### src/sv/espl_pkg.sv
// ----------------------------------------------------------------------------
// Encoder PID speed loop: shared types and constants
// Field widths, datapath widths, step codes and register reset values.
// ----------------------------------------------------------------------------
package espl_pkg;

   // field widths
   localparam int CNT_W  = 16;   // encoder counter and count delta
   localparam int TGT_W  = 13;   // speed target
   localparam int SPD_W  = 24;   // measured speed, speed gap
   localparam int DUTY_W = 13;   // PWM duty
   localparam int GAIN_W = 16;
   localparam int MULT_W = 8;

   // stream widths
   localparam int IN_W  = 32;
   localparam int OUT_W = 80;

   // internal widths
   localparam int ERR_W  = 25;   // control error
   localparam int DERR_W = 26;   // error difference
   localparam int INT_W  = 27;   // integral in milli error units
   localparam int INTS_W = 28;   // integral plus error before clamp
   localparam int LIM_W  = 26;   // integral_limit * 1000
   localparam int MA_W   = 27;   // multiplier operand a, signed
   localparam int MB_W   = 25;   // multiplier operand b, signed
   localparam int PROD_W = MA_W + MB_W;
   localparam int PD_W   = 43;   // Kp*err + Kd*derr
   localparam int ACC_W  = 54;   // full PID accumulator
   localparam int X_W    = 23;   // |acc| / 256 below the saturation point

   localparam int SPD_SHIFT   = 8;
   localparam int DIV_SHIFT   = 8;
   localparam int RECIP_SHIFT = 33;

   localparam logic signed [TGT_W-1:0] TARGET_MAX = 13'sd3000;
   localparam logic signed [TGT_W-1:0] TARGET_MIN = -13'sd3000;
   localparam logic [DUTY_W-1:0]       PWM_TOP    = 13'd4199;
   // (PWM_TOP + 1) * 256 * 1000: any magnitude at or above saturates the duty
   localparam logic [ACC_W-1:0]        DUTY_SAT_MAG = 54'd1075200000;
   // ceil(2^33 / 1000): exact floor division for quotients below 2^23
   localparam logic signed [MB_W-1:0]  RECIP_1000 = 25'sd8589935;

   // configuration register indexes
   localparam int CSR_IDX_W  = 3;
   localparam int CSR_DATA_W = 16;
   localparam logic [CSR_IDX_W-1:0] CSR_PROP_GAIN   = 3'd0;
   localparam logic [CSR_IDX_W-1:0] CSR_INTEG_GAIN  = 3'd1;
   localparam logic [CSR_IDX_W-1:0] CSR_DERIV_GAIN  = 3'd2;
   localparam logic [CSR_IDX_W-1:0] CSR_TARGET_MULT = 3'd3;
   localparam logic [CSR_IDX_W-1:0] CSR_COUNT_SPEED = 3'd4;
   localparam logic [CSR_IDX_W-1:0] CSR_INTEG_LIMIT = 3'd5;

   localparam logic [GAIN_W-1:0] RST_PROP_GAIN   = 16'd589;
   localparam logic [GAIN_W-1:0] RST_INTEG_GAIN  = 16'd128;
   localparam logic [GAIN_W-1:0] RST_DERIV_GAIN  = 16'd256;
   localparam logic [MULT_W-1:0] RST_TARGET_MULT = 8'd7;
   localparam logic [GAIN_W-1:0] RST_COUNT_SPEED = 16'd20349;
   localparam logic [GAIN_W-1:0] RST_INTEG_LIMIT = 16'd2000;

   typedef struct packed {
      logic [GAIN_W-1:0] prop_gain_q8;
      logic [GAIN_W-1:0] integ_gain_q8;
      logic [GAIN_W-1:0] deriv_gain_q8;
      logic [MULT_W-1:0] target_multiplier;
      logic [GAIN_W-1:0] count_to_speed_q8;
      logic [GAIN_W-1:0] integral_limit;
   } cfg_type;

   typedef enum logic [3:0] {
      STEP_NONE,
      STEP_LOAD,     // take the sample, form delta and target
      STEP_SPEED,    // multiply delta by count_to_speed
      STEP_TARGET,   // truncate speed toward zero, multiply target by multiplier
      STEP_ERROR,    // form error and gap
      STEP_PROP,     // update integral, multiply Kp by error
      STEP_INTEG,    // multiply Ki by integral
      STEP_DERIV,    // multiply Kd by error difference
      STEP_PD,       // sum proportional and derivative terms
      STEP_ACC,      // scale by 1000 and add integral term
      STEP_SCALE,    // magnitude, saturation, multiply by reciprocal
      STEP_FINISH    // load the result register
   } step_type;

   typedef struct packed {
      step_type step;
   } dp_cmd_type;

   typedef struct packed {
      logic [DUTY_W-1:0]       pwm_duty;
      logic signed [SPD_W-1:0] measured_speed;
      logic signed [CNT_W-1:0] count_delta;
      logic [SPD_W-1:0]        speed_gap;
   } result_type;

endpackage

### src/sv/espl_ctrl.sv
// ----------------------------------------------------------------------------
// Encoder PID speed loop: controller
// Sequences the datapath steps for one sample and owns the result handshake.
// ----------------------------------------------------------------------------
module espl_ctrl import espl_pkg::*; (
   input  logic       clock,
   input  logic       reset,
   input  logic       req_tvalid,
   output logic       req_tready,
   output logic       rsp_tvalid,
   input  logic       rsp_tready,
   output dp_cmd_type cmd
);

   typedef enum logic [3:0] {
      ST_IDLE,
      ST_SPEED,
      ST_TARGET,
      ST_ERROR,
      ST_PROP,
      ST_INTEG,
      ST_DERIV,
      ST_PD,
      ST_ACC,
      ST_SCALE,
      ST_FINISH
   } state_type;

   state_type state_ff;
   logic      rsp_valid_ff;
   logic      out_free;

   assign out_free   = !rsp_valid_ff || rsp_tready;
   assign req_tready = (state_ff == ST_IDLE);
   assign rsp_tvalid = rsp_valid_ff;

   always_comb begin
      unique case (state_ff)
         ST_IDLE:   cmd.step = req_tvalid ? STEP_LOAD : STEP_NONE;
         ST_SPEED:  cmd.step = STEP_SPEED;
         ST_TARGET: cmd.step = STEP_TARGET;
         ST_ERROR:  cmd.step = STEP_ERROR;
         ST_PROP:   cmd.step = STEP_PROP;
         ST_INTEG:  cmd.step = STEP_INTEG;
         ST_DERIV:  cmd.step = STEP_DERIV;
         ST_PD:     cmd.step = STEP_PD;
         ST_ACC:    cmd.step = STEP_ACC;
         ST_SCALE:  cmd.step = STEP_SCALE;
         ST_FINISH: cmd.step = out_free ? STEP_FINISH : STEP_NONE;
         default:   cmd.step = STEP_NONE;
      endcase
   end

   always_ff @(posedge clock) begin
      if (reset) begin
         state_ff     <= ST_IDLE;
         rsp_valid_ff <= 1'b0;
      end else begin
         unique case (state_ff)
            ST_IDLE:   if (req_tvalid) state_ff <= ST_SPEED;
            ST_SPEED:  state_ff <= ST_TARGET;
            ST_TARGET: state_ff <= ST_ERROR;
            ST_ERROR:  state_ff <= ST_PROP;
            ST_PROP:   state_ff <= ST_INTEG;
            ST_INTEG:  state_ff <= ST_DERIV;
            ST_DERIV:  state_ff <= ST_PD;
            ST_PD:     state_ff <= ST_ACC;
            ST_ACC:    state_ff <= ST_SCALE;
            ST_SCALE:  state_ff <= ST_FINISH;
            // hold until the result register is free
            ST_FINISH: if (out_free) state_ff <= ST_IDLE;
            default:   state_ff <= ST_IDLE;
         endcase

         if (state_ff == ST_FINISH && out_free) begin
            rsp_valid_ff <= 1'b1;
         end else if (rsp_tready) begin
            rsp_valid_ff <= 1'b0;
         end
      end
   end

endmodule

### src/sv/espl_dpath.sv
// ----------------------------------------------------------------------------
// Encoder PID speed loop: datapath
// Loop state, one shared 27x25 multiplier and the result register.
// ----------------------------------------------------------------------------
module espl_dpath import espl_pkg::*; (
   input  logic                    clock,
   input  logic                    reset,
   input  cfg_type                 cfg,
   input  dp_cmd_type              cmd,
   input  logic [CNT_W-1:0]        encoder_count,
   input  logic signed [TGT_W-1:0] speed_target,
   output result_type              result
);

   // loop state
   logic [CNT_W-1:0]        prev_count_ff;
   logic signed [INT_W-1:0] integ_ff;
   logic signed [ERR_W-1:0] prev_err_ff;

   // per-sample working registers
   logic signed [CNT_W-1:0]  delta_ff;
   logic signed [TGT_W-1:0]  target_ff;
   logic                     run_ff;
   logic [LIM_W-1:0]         lim_ff;
   logic signed [SPD_W-1:0]  speed_ff;
   logic signed [ERR_W-1:0]  err_ff;
   logic [SPD_W-1:0]         gap_ff;
   logic signed [DERR_W-1:0] derr_ff;
   logic signed [PROD_W-1:0] prod_ff;
   logic signed [PD_W-1:0]   pd_ff;
   logic signed [PD_W-1:0]   iterm_ff;
   logic signed [ACC_W-1:0]  acc_ff;
   logic                     sat_ff;
   result_type               result_ff;

   // combinational
   logic signed [MA_W-1:0]   mul_a;
   logic signed [MB_W-1:0]   mul_b;
   logic                     mul_en;
   logic signed [TGT_W-1:0]  target_sat;
   logic [LIM_W-1:0]         lim_calc;
   logic [PROD_W-1:0]        spd_bias;
   logic signed [ERR_W-1:0]  tm_prod;
   logic signed [ERR_W-1:0]  err_calc;
   logic signed [ERR_W-1:0]  gap_diff;
   logic [ERR_W-1:0]         gap_mag;
   logic signed [INTS_W-1:0] integ_sum;
   logic signed [INTS_W-1:0] lim_pos;
   logic signed [INTS_W-1:0] lim_neg;
   logic signed [INTS_W-1:0] integ_clamp;
   logic signed [ACC_W-1:0]  pd_ext;
   logic signed [ACC_W-1:0]  acc_calc;
   logic [ACC_W-1:0]         acc_mag;
   logic [X_W-1:0]           scale_x;
   logic [DUTY_W-1:0]        duty_calc;

   assign target_sat = (speed_target > TARGET_MAX) ? TARGET_MAX :
                       (speed_target < TARGET_MIN) ? TARGET_MIN : speed_target;
   // limit * 1000 = limit * (1024 - 16 - 8)
   assign lim_calc = {cfg.integral_limit, 10'b0}
                   - {6'b0, cfg.integral_limit, 4'b0}
                   - {7'b0, cfg.integral_limit, 3'b0};

   // truncate toward zero: bias negative products before the shift
   assign spd_bias = prod_ff + {{(PROD_W-SPD_SHIFT){1'b0}}, {SPD_SHIFT{prod_ff[PROD_W-1]}}};

   assign tm_prod  = prod_ff[ERR_W-1:0];
   assign err_calc = tm_prod - ERR_W'(speed_ff);
   assign gap_diff = ERR_W'(target_ff) - ERR_W'(speed_ff);
   assign gap_mag  = gap_diff[ERR_W-1] ? ERR_W'(-gap_diff) : gap_diff;

   assign integ_sum   = INTS_W'(integ_ff) + INTS_W'(err_ff);
   assign lim_pos     = $signed({{(INTS_W-LIM_W){1'b0}}, lim_ff});
   assign lim_neg     = -lim_pos;
   assign integ_clamp = (integ_sum > lim_pos) ? lim_pos :
                        (integ_sum < lim_neg) ? lim_neg : integ_sum;

   assign pd_ext   = ACC_W'(pd_ff);
   assign acc_calc = (pd_ext <<< 10) - (pd_ext <<< 4) - (pd_ext <<< 3) + ACC_W'(iterm_ff);
   assign acc_mag  = acc_ff[ACC_W-1] ? ACC_W'(-acc_ff) : acc_ff;
   assign scale_x  = acc_mag[X_W+DIV_SHIFT-1:DIV_SHIFT];

   assign duty_calc = !run_ff ? '0 :
                      sat_ff  ? PWM_TOP : prod_ff[RECIP_SHIFT+DUTY_W-1:RECIP_SHIFT];

   always_comb begin
      mul_a  = '0;
      mul_b  = '0;
      mul_en = 1'b1;
      case (cmd.step)
         STEP_SPEED: begin
            mul_a = MA_W'(delta_ff);
            mul_b = $signed(MB_W'(cfg.count_to_speed_q8));
         end
         STEP_TARGET: begin
            mul_a = MA_W'(target_ff);
            mul_b = $signed(MB_W'(cfg.target_multiplier));
         end
         STEP_PROP: begin
            mul_a = MA_W'(err_ff);
            mul_b = $signed(MB_W'(cfg.prop_gain_q8));
         end
         STEP_INTEG: begin
            mul_a = integ_ff;
            mul_b = $signed(MB_W'(cfg.integ_gain_q8));
         end
         STEP_DERIV: begin
            mul_a = MA_W'(derr_ff);
            mul_b = $signed(MB_W'(cfg.deriv_gain_q8));
         end
         STEP_SCALE: begin
            mul_a = $signed(MA_W'(scale_x));
            mul_b = RECIP_1000;
         end
         default: mul_en = 1'b0;
      endcase
   end

   // loop state
   always_ff @(posedge clock) begin
      if (reset) begin
         prev_count_ff <= '0;
         integ_ff      <= '0;
         prev_err_ff   <= '0;
      end else begin
         if (cmd.step == STEP_LOAD) begin
            prev_count_ff <= encoder_count;
         end
         if (cmd.step == STEP_PROP) begin
            if (run_ff) begin
               integ_ff    <= integ_clamp[INT_W-1:0];
               prev_err_ff <= err_ff;
            end else begin
               integ_ff    <= '0;
               prev_err_ff <= '0;
            end
         end
      end
   end

   // working registers
   always_ff @(posedge clock) begin
      if (mul_en) begin
         prod_ff <= mul_a * mul_b;
      end
      case (cmd.step)
         STEP_LOAD: begin
            delta_ff  <= $signed(encoder_count - prev_count_ff);
            target_ff <= target_sat;
            run_ff    <= (speed_target != '0);
            lim_ff    <= lim_calc;
         end
         STEP_TARGET: speed_ff <= $signed(spd_bias[SPD_W+SPD_SHIFT-1:SPD_SHIFT]);
         STEP_ERROR: begin
            err_ff <= err_calc;
            gap_ff <= run_ff ? gap_mag[SPD_W-1:0] : '0;
         end
         STEP_PROP:  derr_ff  <= DERR_W'(err_ff) - DERR_W'(prev_err_ff);
         STEP_INTEG: pd_ff    <= prod_ff[PD_W-1:0];
         STEP_DERIV: iterm_ff <= prod_ff[PD_W-1:0];
         STEP_PD:    pd_ff    <= pd_ff + $signed(prod_ff[PD_W-1:0]);
         STEP_ACC:   acc_ff   <= acc_calc;
         STEP_SCALE: sat_ff   <= (acc_mag >= DUTY_SAT_MAG);
         STEP_FINISH: begin
            result_ff.pwm_duty       <= duty_calc;
            result_ff.measured_speed <= speed_ff;
            result_ff.count_delta    <= delta_ff;
            result_ff.speed_gap      <= gap_ff;
         end
         default: ;
      endcase
   end

   assign result = result_ff;

endmodule

### src/sv/encoder_pid_speed_loop.sv
// ----------------------------------------------------------------------------
// Encoder PID speed loop
// Top level: configuration registers, controller and datapath.
// ----------------------------------------------------------------------------
// One transfer on req_ is one control tick: the encoder counter sample and the
// speed target. The block answers with exactly one transfer on rsp_ carrying
// the PWM duty, the measured speed, the count delta and the speed gap. An item
// is taken only while the block is idle; the controller then steps through the
// speed, target, error, prop, integ, deriv, PD, acc, scale and finish states,
// loads the result once the output register is free and returns to idle. The
// pace is set by the single shared 27x25 multiplier, which is used six times in
// sequence per item (speed scaling, target scaling, the three PID gains and the
// divide by 1000). The result sits in an output register, so a new item is
// accepted while the previous result still waits to be taken. Write
// configuration registers only while no item is in flight.
module encoder_pid_speed_loop import espl_pkg::*; (
   input  logic                  clock,
   input  logic                  reset,
   // req_tdata: encoder_count[15:0], speed_target[28:16], zero pad
   input  logic                  req_tvalid,
   output logic                  req_tready,
   input  logic [IN_W-1:0]       req_tdata,
   // rsp_tdata: pwm_duty[12:0], measured_speed[36:13], count_delta[52:37],
   //            speed_gap[76:53], zero pad
   output logic                  rsp_tvalid,
   input  logic                  rsp_tready,
   output logic [OUT_W-1:0]      rsp_tdata,
   input  logic                  csr_we,
   input  logic [CSR_IDX_W-1:0]  csr_index,
   input  logic [CSR_DATA_W-1:0] csr_wdata
);

   cfg_type    cfg_ff;
   dp_cmd_type cmd;
   result_type result;

   always_ff @(posedge clock) begin
      if (reset) begin
         cfg_ff.prop_gain_q8      <= RST_PROP_GAIN;
         cfg_ff.integ_gain_q8     <= RST_INTEG_GAIN;
         cfg_ff.deriv_gain_q8     <= RST_DERIV_GAIN;
         cfg_ff.target_multiplier <= RST_TARGET_MULT;
         cfg_ff.count_to_speed_q8 <= RST_COUNT_SPEED;
         cfg_ff.integral_limit    <= RST_INTEG_LIMIT;
      end else if (csr_we) begin
         unique case (csr_index)
            CSR_PROP_GAIN:   cfg_ff.prop_gain_q8      <= csr_wdata;
            CSR_INTEG_GAIN:  cfg_ff.integ_gain_q8     <= csr_wdata;
            CSR_DERIV_GAIN:  cfg_ff.deriv_gain_q8     <= csr_wdata;
            CSR_TARGET_MULT: cfg_ff.target_multiplier <= csr_wdata[MULT_W-1:0];
            CSR_COUNT_SPEED: cfg_ff.count_to_speed_q8 <= csr_wdata;
            CSR_INTEG_LIMIT: cfg_ff.integral_limit    <= csr_wdata;
            default: ;  // drop writes to unused indexes
         endcase
      end
   end

   espl_ctrl u_ctrl (
      .clock      (clock),
      .reset      (reset),
      .req_tvalid (req_tvalid),
      .req_tready (req_tready),
      .rsp_tvalid (rsp_tvalid),
      .rsp_tready (rsp_tready),
      .cmd        (cmd)
   );

   espl_dpath u_dpath (
      .clock         (clock),
      .reset         (reset),
      .cfg           (cfg_ff),
      .cmd           (cmd),
      .encoder_count (req_tdata[CNT_W-1:0]),
      .speed_target  ($signed(req_tdata[CNT_W+TGT_W-1:CNT_W])),
      .result        (result)
   );

   assign rsp_tdata = {{(OUT_W-DUTY_W-2*SPD_W-CNT_W){1'b0}},
                       result.speed_gap,
                       result.count_delta,
                       result.measured_speed,
                       result.pwm_duty};

endmodule
### config.mk
export PLATFORM = sky130hd
export DESIGN_NAME = encoder_pid_speed_loop
export DESIGN_NICKNAME = d
export VERILOG_FILES = /design/src/sv/espl_pkg.sv /design/src/sv/espl_ctrl.sv /design/src/sv/espl_dpath.sv /design/src/sv/encoder_pid_speed_loop.sv
export SDC_FILE = /design/constraint.sdc
export NUM_CORES = 2
export LEC_CHECK = 0
export ABC_AREA = 1
export BUFFER_PORTS_ARGS = -buffer_cell sky130_fd_sc_hd__clkbuf_2
export CORE_AREA = 5 5 462 282
export CTS_CLUSTER_SIZE = 24
export DETAILED_ROUTE_END_ITERATION = 6
export DIE_AREA = 0 0 467 287
export HOLD_SLACK_MARGIN = 0.1
export PLACE_DENSITY = 0.73
export SYNTH_ARGS = -nofsm -noshare
export SYNTH_HDL_FRONTEND = slang
export SYNTH_SLANG_ARGS = --single-unit
### constraint.sdc
create_clock -name clock -period 30.5 [get_ports clock]
set_input_delay 3.05 -clock clock [delete_from_list [all_inputs] [get_ports clock]]
set_output_delay 3.05 -clock clock [all_outputs]
set_load 0.02 [all_outputs]
==> flow_metrics.tcl <==
set metrics [dict create \
    async_flop_share_pct 0 \
    min_path_type "flop to flop" \
    via_per_inst 5.584 \
    crit_arrival_ns 10.91 \
    dr.pass1.iters 7 \
    cts_hold_buffers 0 \
    synth-edff-count 417 \
    numCtsBuffers 60 \
    initial_utilization_pct 48.52 \
    hold_slack_ns 0.4155 \
    min_period_ns 10.53 \
    slew_headroom_pct 17.46 \
    cts_buffer_depth 3 \
    routed_wl_mm 202.6 \
    num_vias 52070 \
    synth-seq-area-share_pct 25.86 \
    power_switching_mw 1.674 \
    clk_latency_ns 0.71 \
    drt-initial-drc-count 6032 \
    total_power_mw 3.662 \
    end_kind "flop" \
    final_area_sq_mm 0.06557 \
    core_region_area_sq_mm 0.1255 \
    area_growth_pct 7.687 \
    yosysUniqueCellTypes 78 \
    pwr-share-clk_pct 22.0 \
    fmax_mhz 94.98 \
    finalSetupTns_ns 0 \
    crit_path_frequent_cell "fa_1" \
    gp_congestion 1.017 \
    crit_fanout 37 \
    synth.avg_cell_area_sq_um 8.173 \
    required_ns 30.88 \
    cts.repair.resized 0 \
    sw_frac_of_total_pct 45.73 \
    grtUsageTotal_pct 29.80 \
    drive_gt1_share_pct 6.014 \
    cpPeakStageDelay_ns 0.79 \
    port_buffers 131 \
    grt_pass1_wl_mm 303.8 \
    grt_overflow_total 0 \
    hold_violations 0 \
    power_frac_seq_pct 29.9 \
    combPwrFrac_pct 48.0 \
    placedCellCount 9201 \
    fin_cells 9325 \
    p_per_area_mw_per_mm2 55.84 \
    preCtsSetupSlack_ns 20.10 \
    cts_sinks 578 \
    dp_hpwl_mm 166.4 \
    final_util_pct 52.25 \
    std_cell_rows 101 \
    htreeDepth 2 \
    rsz0062_at_grt "no" \
    crit_slowest_cell "fa_1" \
    peakVddDrop_mv 0.05565 \
    cts_tree "yes" \
    cts_root_buf "clkbuf_16" \
    worstMarginPinSlew_ns 1.235 \
    netlist_area_sq_mm 0.06089 \
    yosysTopAreaCell "edfxtp_1" \
    dieArea_sq_mm 0.1340 \
    synth_top_area_share_pct 20.57 \
    yosys_warnings 0 \
    slew_violations 0 \
    post-cts-setup-buffers 0 \
    crit_type "flop to flop" \
    period_share_pct 34.52 \
    grt_max_degree 64 \
    antenna_found_initial 17 \
    synthCells 7450 \
    intPower_mw 1.987 \
    n_fill_cell 11680 \
    fp.dieH_microns 287 \
    clk_pin_slew_worst_paths_ns 0.07 \
    die_x_microns 467 \
    wl_per_cell_microns 21.73 \
    skew_ns 0.04684 \
    synth_area_leaders "edfxtp_1, fa_1, ha_1" \
    fin_ws_ns 19.97 \
    drc 0 \
    max-cap-violations 0 \
    grt_pass1_vias 49530 \
    setup_violations 0 \
    p_leak_nw 30.92 \
    antenna_left 0 \
    synth_ff_type "edfxtp_1" \
    status "completed" \
    nets 8730 \
    io_pins 138 \
    ys_seq_elements 578 \
    critPathLaunchType "flop" \
    place_area_sq_mm 0.06344 \
]
## cell type report
| type | count | area (sq um) | share of cell area [%] |
|---|---|---|---|
| Sequential cell | 578 | 15750 | 24.01 |
| Multi-Input combinational cell | 5193 | 38720 | 59.06 |
| Timing Repair Buffer | 179 | 1016 | 1.549 |
| Inverter | 1552 | 5831 | 8.892 |
| Antenna cell | 11 | 27.53 | 0.04198 |
| Clock inverter | 40 | 498.0 | 0.7595 |
| Clock buffer | 73 | 1602 | 2.443 |
| Tap cell | 1699 | 2126 | 3.242 |
## cells in the mapped netlist (25+ instances only)
cell      number
o21ai_1       25
nor2_1       698
xnor2_1       96
inv_2         43
o21bai_1      30
fa_1         619
nor4_1        31
a21oi_1      474
clkbuf_1      57
nand2_2       36
nor3_1        72
o211ai_1      26
a21o_1        25
xor2_1       178
nand4_1       83
a31oi_1       48
nand2_1     1413
edfxtp_1     417
ha_1         491
nand3_1      281
o21ai_0      317
dfxtp_1      161
buf_2         60
inv_1       1506
## cell families (layout without fill, tap and decap cells)
logic type,count (synthesis),after routing,share of synthesized area (%)
simple gates,2713,2713,18.94
buf+inv,1694,1844,10.72
fa+ha+maj,1110,1110,30.44
compound gates,1078,1078,10.04
flops,578,578,25.86
xor+xnor,275,275,3.987
other cells,2,28,0.01233
## flip-flops by register name, summed over array words and instances (netlist names), 16 cells and up
| name | cells |
|---|---|
| u_dpath.integ_ff | 27 |
| u_dpath.speed_ff | 24 |
| u_dpath.acc_ff | 54 |
| u_dpath.iterm_ff | 43 |
| u_dpath.pd_ff | 43 |
| u_dpath.err_ff | 25 |
| u_dpath.lim_ff | 23 |
| u_dpath.prev_count_ff | 16 |
| u_dpath.prod_ff | 47 |
| u_dpath.gap_ff | 24 |
| u_dpath.prev_err_ff | 25 |
| u_dpath.result | 77 |
| cfg_ff | 88 |
| u_dpath.derr_ff | 26 |
| u_dpath.delta_ff | 16 |
## routing by layer
layer  track usage (%)  vias up  share of wire (%)
li1                  -    23940                  -
met4             6.887        2                2.6
met5                 0        -             0.0094
met1             45.44    24880                 45
met2             38.70     2966                 37
met3             12.16      287                 15
## path summary, 6_finish.rpt
kind / from / end / slack [ns] / cells after the start
max: u_ctrl.state_ff[3] / u_dpath.prod_ff[51] / 19.97 / 28
min: u_dpath.gap_ff[10] / u_dpath.result[10] / 0.42 / 0
max reg2reg: u_ctrl.state_ff[3] / u_dpath.prod_ff[51] / 19.97 / 28
min reg2reg: u_dpath.gap_ff[10] / u_dpath.result[10] / 0.42 / 0
## cell usage in the layout (no fill, tap or decap), types with 12 or more instances in the layout
cell type | synthesis | final
o21ai_1 | 25 | 25
nor4_1 | 31 | 31
nand2_1 | 1413 | 1412
clkbuf_2 | 0 | 131
clkbuf_16 | 0 | 61
nor2_2 | 20 | 19
o211ai_1 | 26 | 26
nand3_1 | 281 | 281
a221oi_1 | 12 | 12
o21bai_1 | 30 | 30
inv_1 | 1506 | 1504
buf_4 | 17 | 48
a31oi_1 | 48 | 48
nor2_4 | 15 | 19
a211oi_1 | 23 | 23
nand4_1 | 83 | 83
ha_1 | 491 | 491
xor2_1 | 178 | 178
nand2_2 | 36 | 37
nor2_1 | 698 | 695
inv_2 | 43 | 45
xnor2_1 | 96 | 96
o21a_1 | 18 | 18
a21o_1 | 25 | 25
nor3_1 | 72 | 71
dfxtp_1 | 161 | 161
edfxtp_1 | 417 | 417
nand3b_1 | 14 | 14
conb_1 | 2 | 17
a22o_1 | 19 | 19
fa_1 | 619 | 619
o21ai_0 | 317 | 317
a21oi_1 | 474 | 471
## critical path: cells and delay by family (launching register included)
| kind | cells | cell delay, ns |
|---|---|---|
| AOI/OAI and AO/OA | 4 | 0.78 |
| xor gates and xnor gates | 1 | 0.73 |
| DFF | 1 | 0.36 |
| buffers and inverters | 8 | 1.71 |
| and+or+nand+nor | 7 | 2.00 |
| adders and majority gates | 8 | 4.58 |
## power by group through the flow
stage / logic [mW] / clock network [mW] / registers [mW]
floorplan: 1.20 / 0 / 1.03
global placement: 1.67 / 0 / 1.10
detailed placement: 1.70 / 0 / 1.10
CTS: 1.72 / 0.817 / 1.09
global route: 1.96 / 0.849 / 1.09
finish: 1.76 / 0.807 / 1.10
(Power assumes the default switching activity.)
